$ cat config.mk
export PLATFORM = sky130hd
export DESIGN_NAME = led_raindrop_fade_effect_core
export DESIGN_NICKNAME = d
export VERILOG_FILES = /design/src/rtl/core/lrfe_pkg.sv /design/src/rtl/core/lrfe_cell.sv /design/src/rtl/core/lrfe_div.sv /design/src/rtl/core/lrfe_fade.sv /design/src/rtl/core/led_raindrop_fade_effect_core.sv
export SDC_FILE = /design/constraint.sdc
export NUM_CORES = 2
export LEC_CHECK = 0
export BUFFER_PORTS_ARGS = -buffer_cell sky130_fd_sc_hd__clkbuf_2
export CAP_MARGIN = 10
export CORE_MARGIN = 1
export CORE_UTILIZATION = 40
export CTS_CLUSTER_SIZE = 8
export DETAILED_ROUTE_END_ITERATION = 8
export REMOVE_ABC_BUFFERS = 1
export SETUP_SLACK_MARGIN = 0.1
export SLEW_MARGIN = 15
export SYNTH_ARGS = -nofsm -noshare
export SYNTH_HDL_FRONTEND = slang
export SYNTH_HIERARCHICAL = 1
export SYNTH_SLANG_ARGS = --single-unit
$ cat constraint.sdc
create_clock -name i_clk -period 9.55 [get_ports i_clk]
set_input_delay 1.91 -clock i_clk [delete_from_list [all_inputs] [get_ports i_clk]]
set_output_delay 1.91 -clock i_clk [all_outputs]
set_load 0.05 [all_outputs]
$ cat src/rtl/core/lrfe_pkg.sv
`default_nettype none

package lrfe_pkg;

    localparam int unsigned CH_W   = 8;
    localparam int unsigned STEP_W = 4;
    localparam int unsigned LVL_W  = 5;
    localparam int unsigned POS_W  = 5;

    localparam logic [1:0]        SPAWN_DROPS = 2'd3;
    localparam logic [STEP_W-1:0] STEP_RESET  = 4'd8;
    localparam logic [CH_W-1:0]   LEVEL_RESET = 8'd0;

    // Configuration register indexes
    localparam logic [1:0] REG_RED_STEP   = 2'd0;
    localparam logic [1:0] REG_GREEN_STEP = 2'd1;
    localparam logic [1:0] REG_BLUE_STEP  = 2'd2;
    localparam logic [1:0] REG_RELIGHT    = 2'd3;

    typedef struct packed {
        logic [1:0]      cnt;
        logic [CH_W-1:0] red;
        logic [CH_W-1:0] green;
        logic [CH_W-1:0] blue;
    } t_led;

    // level * step, saturated to one byte
    function automatic logic [CH_W-1:0] spawn_value(input logic [LVL_W-1:0] level,
                                                     input logic [STEP_W-1:0] step);
        logic [LVL_W+STEP_W-1:0] prod;
        prod = LVL_W'(level) * STEP_W'(step);
        return (prod > 9'd255) ? 8'hFF : prod[CH_W-1:0];
    endfunction

endpackage

`default_nettype wire

$ cat src/rtl/core/lrfe_cell.sv
`default_nettype none

module lrfe_cell (
    input  wire            i_clk,
    input  wire            i_rst_n,
    input  wire            i_shift,
    input  lrfe_pkg::t_led i_d,
    input  wire            i_load,
    input  lrfe_pkg::t_led i_load_d,
    output lrfe_pkg::t_led o_q
);
    import lrfe_pkg::*;

    t_led r_led;

    always_ff @(posedge i_clk) begin
        if (!i_rst_n) begin
            r_led <= '0;
        end else if (i_load) begin
            r_led <= i_load_d;
        end else if (i_shift) begin
            r_led <= i_d;
        end
    end

    assign o_q = r_led;

endmodule

`default_nettype wire

$ cat src/rtl/core/lrfe_div.sv
`default_nettype none

module lrfe_div (
    input  wire                            i_clk,
    input  wire                            i_rst_n,
    input  wire                            i_start,
    input  wire [lrfe_pkg::CH_W-1:0]       i_dividend,
    input  wire [lrfe_pkg::STEP_W-1:0]     i_divisor,
    output logic [lrfe_pkg::CH_W-1:0]      o_quot,
    output logic                           o_done
);
    import lrfe_pkg::*;

    logic [CH_W-1:0]   r_q;
    logic [STEP_W-1:0] r_rem;
    logic [STEP_W-1:0] r_div;
    logic [3:0]        r_cnt;
    logic              r_busy;
    logic [STEP_W:0]   rem_sh;
    logic              q_bit;
    logic [STEP_W:0]   rem_sub;

    // restoring, one quotient bit per cycle; divisor zero yields all ones
    always_comb begin
        rem_sh  = {r_rem, r_q[CH_W-1]};
        q_bit   = rem_sh >= {1'b0, r_div};
        rem_sub = rem_sh - {1'b0, r_div};
    end

    always_ff @(posedge i_clk) begin
        if (!i_rst_n) begin
            r_busy <= 1'b0;
            r_cnt  <= '0;
        end else if (i_start) begin
            r_busy <= 1'b1;
            r_cnt  <= 4'(CH_W);
            r_q    <= i_dividend;
            r_rem  <= '0;
            r_div  <= i_divisor;
        end else if (r_busy) begin
            r_q   <= {r_q[CH_W-2:0], q_bit};
            r_rem <= q_bit ? rem_sub[STEP_W-1:0] : rem_sh[STEP_W-1:0];
            r_cnt <= r_cnt - 4'd1;
            if (r_cnt == 4'd1) begin
                r_busy <= 1'b0;
            end
        end
    end

    assign o_quot = r_q;
    assign o_done = !r_busy;

endmodule

`default_nettype wire

$ cat src/rtl/core/lrfe_fade.sv
`default_nettype none

module lrfe_fade (
    input  lrfe_pkg::t_led                 i_cur,
    input  wire [lrfe_pkg::STEP_W-1:0]     i_red_step,
    input  wire [lrfe_pkg::STEP_W-1:0]     i_green_step,
    input  wire [lrfe_pkg::STEP_W-1:0]     i_blue_step,
    input  wire [lrfe_pkg::CH_W-1:0]       i_red_relight,
    input  wire [lrfe_pkg::CH_W-1:0]       i_green_relight,
    input  wire [lrfe_pkg::CH_W-1:0]       i_blue_relight,
    output lrfe_pkg::t_led                 o_nxt,
    output logic                           o_active
);
    import lrfe_pkg::*;

    function automatic logic [CH_W-1:0] fade(input logic [CH_W-1:0] ch,
                                             input logic [STEP_W-1:0] step);
        return (ch > CH_W'(step)) ? ch - CH_W'(step) : '0;
    endfunction

    logic [CH_W-1:0] red_f, green_f, blue_f;
    logic            all_dark;
    logic [1:0]      cnt_dec;

    always_comb begin
        red_f    = fade(i_cur.red, i_red_step);
        green_f  = fade(i_cur.green, i_green_step);
        blue_f   = fade(i_cur.blue, i_blue_step);
        all_dark = (red_f == '0) && (green_f == '0) && (blue_f == '0);
        cnt_dec  = i_cur.cnt - 2'd1;
        o_active = i_cur.cnt != 2'd0;

        o_nxt = i_cur;
        if (o_active) begin
            o_nxt.red   = red_f;
            o_nxt.green = green_f;
            o_nxt.blue  = blue_f;
            if (all_dark) begin
                o_nxt.cnt = cnt_dec;
                if (cnt_dec != 2'd0) begin
                    o_nxt.red   = i_red_relight;
                    o_nxt.green = i_green_relight;
                    o_nxt.blue  = i_blue_relight;
                end
            end
        end
    end

endmodule

`default_nettype wire

$ cat src/rtl/core/led_raindrop_fade_effect_core.sv
// Tick: accept, then prep (the relight quotients are divided out while the spawn position is
//   wrapped by subtracting LED_COUNT; prep ends once both are done), then a walk step per LED,
//   a spawn step on spawning ticks, and a flush step that presents the tlast write.
// The ring rotates one LED per cycle, and output stalls hold it; a new request is taken only
//   in idle, after the flush.
// Reset (i_rst_n low, synchronous) clears colors, drop counts, parity; steps 8, relight 0.
`default_nettype none

module led_raindrop_fade_effect_core #(
    parameter int unsigned LED_COUNT = 32
) (
    input  wire         i_clk,
    input  wire         i_rst_n,
    // request in
    input  wire         s_axis_tvalid,
    output logic        s_axis_tready,
    input  wire  [15:0] s_axis_tdata,   // [4:0] spawn_position, [9:5] spawn_level
    // LED writes out
    output logic        m_axis_tvalid,
    input  wire         m_axis_tready,
    output logic [31:0] m_axis_tdata,   // [4:0] led_index, [12:5] red_value,
                                        // [20:13] green_value, [28:21] blue_value
    output logic        m_axis_tlast,   // last_of_tick
    // configuration
    input  wire         i_cfg_valid,
    output logic        o_cfg_ready,
    input  wire  [1:0]  i_cfg_index,
    input  wire  [7:0]  i_cfg_data
);
    import lrfe_pkg::*;

    localparam int unsigned CNT_W = (LED_COUNT > 1) ? $clog2(LED_COUNT + 1) : 1;

    typedef enum logic [2:0] {
        S_IDLE,
        S_PREP,
        S_WALK,
        S_SPAWN,
        S_FLUSH
    } t_state;

    typedef struct packed {
        logic [POS_W-1:0] idx;
        logic [CH_W-1:0]  red;
        logic [CH_W-1:0]  green;
        logic [CH_W-1:0]  blue;
    } t_res;

    t_state            r_state;
    logic              r_parity;
    logic              r_spawn;
    logic [POS_W-1:0]  r_pos;
    logic [LVL_W-1:0]  r_level;
    logic [CNT_W-1:0]  r_idx;
    logic [STEP_W-1:0] r_red_step, r_green_step, r_blue_step;
    logic [CH_W-1:0]   r_relight;
    t_res              r_pend;
    logic              r_pend_valid;
    t_res              r_out;
    logic              r_out_valid;
    logic              r_out_last;

    t_led              cell_q [LED_COUNT];
    t_led              fade_nxt;
    t_led              spawn_led;
    logic              fade_active;
    logic              out_free;
    logic              out_load;
    logic              emit_ok;
    logic              walk_step;
    logic              spawn_go;
    logic              accept;
    logic              pos_wrapped;
    logic [5:0]        idx_ext;
    t_res              walk_res;
    t_res              spawn_res;
    logic [CH_W-1:0]   red_q, green_q, blue_q;
    logic [2:0]        div_done;

    // ---------------- relight quotients ----------------
    lrfe_div u_div_red (
        .i_clk(i_clk), .i_rst_n(i_rst_n), .i_start(accept),
        .i_dividend(r_relight), .i_divisor(r_red_step),
        .o_quot(red_q), .o_done(div_done[0])
    );
    lrfe_div u_div_green (
        .i_clk(i_clk), .i_rst_n(i_rst_n), .i_start(accept),
        .i_dividend(r_relight), .i_divisor(r_green_step),
        .o_quot(green_q), .o_done(div_done[1])
    );
    lrfe_div u_div_blue (
        .i_clk(i_clk), .i_rst_n(i_rst_n), .i_start(accept),
        .i_dividend(r_relight), .i_divisor(r_blue_step),
        .o_quot(blue_q), .o_done(div_done[2])
    );

    // ---------------- fade unit at the ring head ----------------
    lrfe_fade u_fade (
        .i_cur(cell_q[0]),
        .i_red_step(r_red_step), .i_green_step(r_green_step), .i_blue_step(r_blue_step),
        .i_red_relight(red_q), .i_green_relight(green_q), .i_blue_relight(blue_q),
        .o_nxt(fade_nxt), .o_active(fade_active)
    );

    // ---------------- LED ring: cell k takes cell k+1, the tail takes the head ----------------
    always_comb begin
        spawn_led.cnt   = SPAWN_DROPS;
        spawn_led.red   = spawn_value(r_level, r_red_step);
        spawn_led.green = spawn_value(r_level, r_green_step);
        spawn_led.blue  = spawn_value(r_level, r_blue_step);
    end

    for (genvar k = 0; k < LED_COUNT; k++) begin : g_cell
        t_led shift_d;
        logic load;
        if (k == LED_COUNT - 1) begin : g_tail
            assign shift_d = fade_nxt;
        end else begin : g_body
            assign shift_d = cell_q[k+1];
        end
        assign load = spawn_go && ({1'b0, r_pos} == 6'(k));
        lrfe_cell u_cell (
            .i_clk(i_clk), .i_rst_n(i_rst_n),
            .i_shift(walk_step), .i_d(shift_d),
            .i_load(load), .i_load_d(spawn_led),
            .o_q(cell_q[k])
        );
    end

    // ---------------- control ----------------
    always_comb begin
        accept      = s_axis_tvalid && s_axis_tready;
        out_free    = !r_out_valid || m_axis_tready;
        emit_ok     = !r_pend_valid || out_free;
        walk_step   = (r_state == S_WALK) && (!fade_active || emit_ok);
        spawn_go    = (r_state == S_SPAWN) && emit_ok;
        // held result moves to the output register
        out_load    = r_pend_valid && ((walk_step && fade_active) || spawn_go ||
                                       ((r_state == S_FLUSH) && out_free));
        pos_wrapped = {1'b0, r_pos} < 6'(LED_COUNT);
        idx_ext     = 6'(r_idx);

        walk_res.idx   = idx_ext[POS_W-1:0];
        walk_res.red   = fade_nxt.red;
        walk_res.green = fade_nxt.green;
        walk_res.blue  = fade_nxt.blue;

        spawn_res.idx   = r_pos;
        spawn_res.red   = spawn_led.red;
        spawn_res.green = spawn_led.green;
        spawn_res.blue  = spawn_led.blue;
    end

    always_ff @(posedge i_clk) begin
        if (!i_rst_n) begin
            r_state      <= S_IDLE;
            r_parity     <= 1'b0;
            r_spawn      <= 1'b0;
            r_idx        <= '0;
            r_pend_valid <= 1'b0;
            r_out_valid  <= 1'b0;
            r_out_last   <= 1'b0;
            r_red_step   <= STEP_RESET;
            r_green_step <= STEP_RESET;
            r_blue_step  <= STEP_RESET;
            r_relight    <= LEVEL_RESET;
        end else begin
            if (out_load) begin
                r_out_valid <= 1'b1;
            end else if (m_axis_tvalid && m_axis_tready) begin
                r_out_valid <= 1'b0;
            end

            if (i_cfg_valid) begin
                unique case (i_cfg_index)
                    REG_RED_STEP:   r_red_step   <= i_cfg_data[STEP_W-1:0];
                    REG_GREEN_STEP: r_green_step <= i_cfg_data[STEP_W-1:0];
                    REG_BLUE_STEP:  r_blue_step  <= i_cfg_data[STEP_W-1:0];
                    REG_RELIGHT:    r_relight    <= i_cfg_data;
                    default: ;
                endcase
            end

            unique case (r_state)
                S_IDLE: begin
                    if (accept) begin
                        r_parity <= !r_parity;
                        r_spawn  <= r_parity;   // toggled parity becomes zero
                        r_pos    <= s_axis_tdata[4:0];
                        r_level  <= s_axis_tdata[9:5];
                        r_idx    <= '0;
                        r_state  <= S_PREP;
                    end
                end
                S_PREP: begin
                    if (!pos_wrapped) begin
                        r_pos <= POS_W'({1'b0, r_pos} - 6'(LED_COUNT));
                    end else if (&div_done) begin
                        r_state <= S_WALK;
                    end
                end
                S_WALK: begin
                    if (walk_step) begin
                        r_idx <= r_idx + CNT_W'(1);
                        if (fade_active) begin
                            if (r_pend_valid) begin
                                r_out       <= r_pend;
                                r_out_last  <= 1'b0;
                            end
                            r_pend       <= walk_res;
                            r_pend_valid <= 1'b1;
                        end
                        if (r_idx == CNT_W'(LED_COUNT - 1)) begin
                            r_state <= r_spawn ? S_SPAWN : S_FLUSH;
                        end
                    end
                end
                S_SPAWN: begin
                    if (spawn_go) begin
                        if (r_pend_valid) begin
                            r_out       <= r_pend;
                            r_out_last  <= 1'b0;
                        end
                        r_pend       <= spawn_res;
                        r_pend_valid <= 1'b1;
                        r_state      <= S_FLUSH;
                    end
                end
                S_FLUSH: begin
                    // held result is the tick's final one
                    if (!r_pend_valid) begin
                        r_state <= S_IDLE;
                    end else if (out_free) begin
                        r_out        <= r_pend;
                        r_out_last   <= 1'b1;
                        r_pend_valid <= 1'b0;
                        r_state      <= S_IDLE;
                    end
                end
                default: r_state <= S_IDLE;
            endcase
        end
    end

    assign s_axis_tready = (r_state == S_IDLE);
    assign o_cfg_ready   = 1'b1;
    assign m_axis_tvalid = r_out_valid;
    assign m_axis_tlast  = r_out_last;
    assign m_axis_tdata  = {3'b000, r_out.blue, r_out.green, r_out.red, r_out.idx};

    // ---------------- assertions ----------------
    a_idle_no_pend: assert property (@(posedge i_clk) disable iff (!i_rst_n)
        (r_state == S_IDLE) |-> !r_pend_valid)
        else $error("held result left over in idle");

    a_walk_pos_wrapped: assert property (@(posedge i_clk) disable iff (!i_rst_n)
        (r_state == S_WALK) |-> pos_wrapped)
        else $error("spawn position not wrapped before walk");

    a_walk_div_done: assert property (@(posedge i_clk) disable iff (!i_rst_n)
        (r_state == S_WALK) |-> (&div_done))
        else $error("walk started before relight division finished");

    a_accept_prep: assert property (@(posedge i_clk) disable iff (!i_rst_n)
        accept |=> (r_state == S_PREP) && !(&div_done))
        else $error("tick accepted without starting division");

endmodule

`default_nettype wire
### Yosys cells after proc, flatten, opt, wreduce, memory -nomap -nowiden

Cells that the tools add are included.

* register bits after elaboration: 997
* output and inout bits: 36
* word-level logic and storage cells: 498

* $add $sub $neg: 11
* multiply operators: 3
* magnitude comparators: 9
* equal/unequal tests: 51
* muxes and demuxes: 138
* bitwise operators: 1
* reduce and logical (&&, ||, !) cells: 118

Operators with widths (number)
* two-way mux 26 bit: 66
* two-way mux 29 bit: 9
* two-way mux 8 bit: 12
* one-hot mux 29 bit (3 select lines): 1
* == test 5 bit (second input constant): 16
* nonzero test 2 bit: 40
* one-hot mux 29 bit (2 select lines): 1
* two-way mux 4 bit: 12
* logical AND 1 bit: 41
* == test 5 x 4 -> 1 bit (second input constant): 8
* > comparator 9 x 8 -> 1 bit (second input constant): 3
* multiplier 5 x 4 -> 9 bit: 3
* > comparator 8 x 4 -> 1 bit: 3
* zero test 8 bit: 3
* two-way mux 24 bit: 1
* two-way mux 3 bit: 8
* subtractor 8 x 4 -> 8 bit: 3
* two-way mux 1 bit: 22
* == test 5 x 3 -> 1 bit (second input constant): 4
* AND reduction 2 bit: 9
* greater-or-equal comparator 5 x 4 -> 1 bit: 3
* one-hot mux 3 bit (5 select lines): 1
* == test 4 x 1 -> 1 bit (second input constant): 3
* two-way mux 6 bit: 2
* other kinds (30): 57

### Logic depth before layout (Yosys ltp)

* depth after elaboration: 10
* mapped depth: 15

### Hierarchy

Netlist, hierarchy kept.

Modules (own cells, without submodules)
* lrfe_cell: instances 32, cells an instance 115, area each 1408.9 um^2, seq. area each 520.5 um^2
* led_raindrop_fade_effect_core: instances 1, cells an instance 587, area each 6009.5 um^2, seq. area each 2722.6 um^2
* lrfe_div (u_div_blue ...): instances 2, cells an instance 84, area each 1038.5 um^2, seq. area each 580.6 um^2
* lrfe_fade: instances 1, cells an instance 263, area each 1735.4 um^2, seq. area each 0.0 um^2
* lrfe_div (u_div_red): instances 1, cells an instance 84, area each 1053.5 um^2, seq. area each 580.6 um^2

### Worst setup path before layout

No wires, ideal clock.

* path type: input-to-reg
* start: input port i_rst_n
* end: register r_pend[0] (netlist name) (enable)
* setup time: 0.488 ns
* data arrival time: 5.030 ns
* slack: 4.032 ns
* stages: 3
* path buffers: 1
* cell sequence: buf_4 -> inv_2 -> nor4_1

* longest elaborated chain between the ends: 1

Ends and longest elaborated chain
* start: declaration: line led_raindrop_fade_effect_core.sv:13 `input wire i_rst_n,`
* AND reduction 5 bit (no line)
* end signal: assignment: line led_raindrop_fade_effect_core.sv:210 `r_pend <= walk_res;`
* end signal: assignment: line led_raindrop_fade_effect_core.sv:224 `r_pend <= spawn_res;`
* end: declaration: line led_raindrop_fade_effect_core.sv:57 `t_res r_pend;`

Every way passes these cells.
A chain may end at the register's enable or synchronous reset.

==> impl_metrics.toml <==
[yosys]
synth_edf_count = 116
postSynthCellCount = 4782
synthFlopType = "dfxtp_1"
avgSynthCellArea_um2 = 11.7
yosysUniqueCellTypes = 90
synth_seq_cells = 997
ys_seq_area_share_pct = 37.7
synth_area_um2 = 56000
ys_async_sr_fraction_pct = 0
ys_warn_count = 6

[critical_path]
crit_path_end_kind = "flip-flop"
rr_worst_depth = 14
max_stage_delay_ns = 0.75
arrival_ns = 5.38
cp.required_ns = 10.18
critPathMaxFanout = 32
r2r_slack_ns = 4.81
r2r-start = "r_level[1]"
cp_slowest_cell = "xor2_1"
crit_path_start = "r_level[1]"
critPathBufInv = 3
path_delay_family = "adder cells"
start_kind = "flip-flop"
path_class = "flip-flop to flip-flop"
critical_path.cell_chain = "and2_1 > fa_1 > inv_1 > fa_1 > inv_1 > ha_1 > a211oi_1 > o21bai_1 > a21oi_1 > xor2_1 > nand2_1 > buf_4 > or2b_1 > o211a_1"
worstReg2RegEnd = "g_cell[20].u_cell/o_q[4]"

[floorplan]
initial_utilization_pct = 40.5
coreArea_um2 = 138000
placementRows = 136
chipHeight_um = 376
fp.dieW_um = 376
boundaryPins = 67
die_area_um2 = 141000

[run]
max_cap_viol_count = 0

[drt]
post-route-drc-count = 0
drt_iter0_drc = 2184
wl_um = 129000
wl_per_cell_um = 19.4
vias = 35500
vias_per_cell = 5.33
drtAntennaViolNets = 0
firstDrtPassIters = 5

[place]
place_area_um2 = 56800
gp_congestion = 0.835
portBuffers = 56
dpl.hpwl_um = 77500
dp_slack_ns = 4.49
place_inst = 6460

[grt]
grt_pass1_wl_um = 205000
grt_pass1_vias = 36200
grt_max_degree = 169
antenna_found_initial = 6
overflow = 0
grt_usage_pct = 18.0

[power]
ir_drop_uv = 156
powerDensity_nw_per_um2 = 184
p_leak_nw = 32.9

[timing]
fmax_mhz = 211
rsz0062_at_grt = "no"
skew_ns = 0.0208
tns_ns = 0
drv_slew = 0
relSlewSlack_pct = 21.6
setup_slack_ns = 4.81
hold_viol_final = 0
whs_ns = 0.415
finalSetupViolCount = 0
worst_pin_slew_ns = 1.17
fin_crit_sh_pct = 49.6
layout_min_cycle_time_ns = 4.74

[hold_path]
min_to = "m_axis_tdata[25]"
hold_start = "r_pend[4]"
holdPathStages = 0
holdCritPathClass = "flip-flop to flip-flop"

[final_layout]
layout_commonest_cell = "dfxtp_1"
fillCellCount = 12900
final_area_um2 = 60800
nets = 4869
seq_area_um2 = 21100
multi_input_area_um2 = 32000
mostFrequentLayoutCells = "881 x dfxtp_1, 832 x o211a_1, 640 x mux2_4"
syn_to_final_growth_pct = 8.71
final_cells = 6647
drive_above_1_share_pct = 26.1

[clock_network]
tritoncts = "built"
numCtsBuffers = 143
clkLatencyLatePin_ns = 0.76
clockBufferDepth = 3
cts_num_sinks = 997
postCtsSetupBuffers = 0
h-tree-depth = 4
cts_resized = 0
clk_pin_slew_ns = 0.05
hold_buffers = 0
root_buffer = "clkbuf_16"

[run_status]
run_status = "finished clean"
-- per-layer routing --
metal	track usage, %	up-vias	routed length [um]
met4	5.49	0	2930
met5	0	-	0
met1	23.5	17700	59400
li1	-	17100	-
met2	30.6	533	62300
met3	2.69	179	4400
-- flip-flops by register name (all words and copies together), names as in the netlist, 5 cells and up --
signal	count
u_div_red/o_quot	8
idx_ext	6
r_pos	5
r_level	5
r_relight	8
m_axis_tdata	29
u_div_blue/o_quot	8
g_cell.u_cell/o_q	832
r_pend	29
u_div_green/o_quot	8
-- cells by family after synthesis --
logic type / Yosys count / synth area share [%]
compound gates: 1036 / 17.4
simple gates: 1223 / 13.6
other cells: 2 / 0.0134
mux: 895 / 22.2
flops: 997 / 37.7
buf+inv: 502 / 6.05
fa+ha+maj: 96 / 2.47
xor+xnor: 31 / 0.485
-- synth_stat cells (24+ instances only) --
cell / n / share of area [%]
a21oi_1: 48 / 0.43
nor2_1: 125 / 0.84
o211a_1: 832 / 15
buf_6: 38 / 0.76
ha_1: 72 / 1.6
or2b_1: 320 / 4.3
mux2_2: 209 / 4.2
dfxtp_1: 881 / 32
nand2_1: 79 / 0.53
mux2i_1: 32 / 0.57
o21ai_0: 32 / 0.29
buf_12: 64 / 2.3
mux2_4: 640 / 17
fa_1: 24 / 0.86
nand2b_1: 532 / 5.9
inv_1: 105 / 0.70
and2_1: 46 / 0.51
edfxtp_1: 116 / 6.2
clkbuf_1: 168 / 1.1
nor3_1: 29 / 0.26
buf_2: 107 / 0.96
-- how the worst max path moves through the flow --
stage | to | slack [ns] | depth (start not counted)
2_1_floorplan | g_cell[0].u_cell/o_q[15] | -48.39 | 4
3_3_place_gp | g_cell[29].u_cell/o_q[23] | 4.51 | 7
3_5_place_dp | g_cell[20].u_cell/o_q[22] | 4.49 | 7
4_1_cts | g_cell[9].u_cell/o_q[2] | 4.81 | 14
5_1_grt | g_cell[24].u_cell/o_q[7] | 4.46 | 14
6_report | g_cell[20].u_cell/o_q[4] | 4.81 | 14
-- final cells by class --
type	instances	share of cell area, %
antenna	3	0.0123
timing repair buffer	141	1.65
inverter	110	0.679
multi-input combinational	3349	52.6
sequential	997	34.7
clock buffer	174	6.31
clock inverter	10	0.243
tap	1863	3.83
-- report_power, final --
part / internal [mW] / switching [mW] / leakage, nW
Combinational: 0.812 / 1.23 / 22.8
Clock: 2.79 / 1.84 / 1.95
Sequential: 4.40 / 0.0954 / 8.17
-- per-stage QoR --
step | utilization (%) | total power [mW]
2_1_floorplan | - | 7.02
3_3_place_gp | 41.1 | 6.60
3_5_place_dp | 41.1 | 6.62
4_1_cts | 44.0 | 11.3
5_1_grt | 44.0 | 11.6
6_report | 44.0 | 11.2
(Power assumes the default switching activity.)
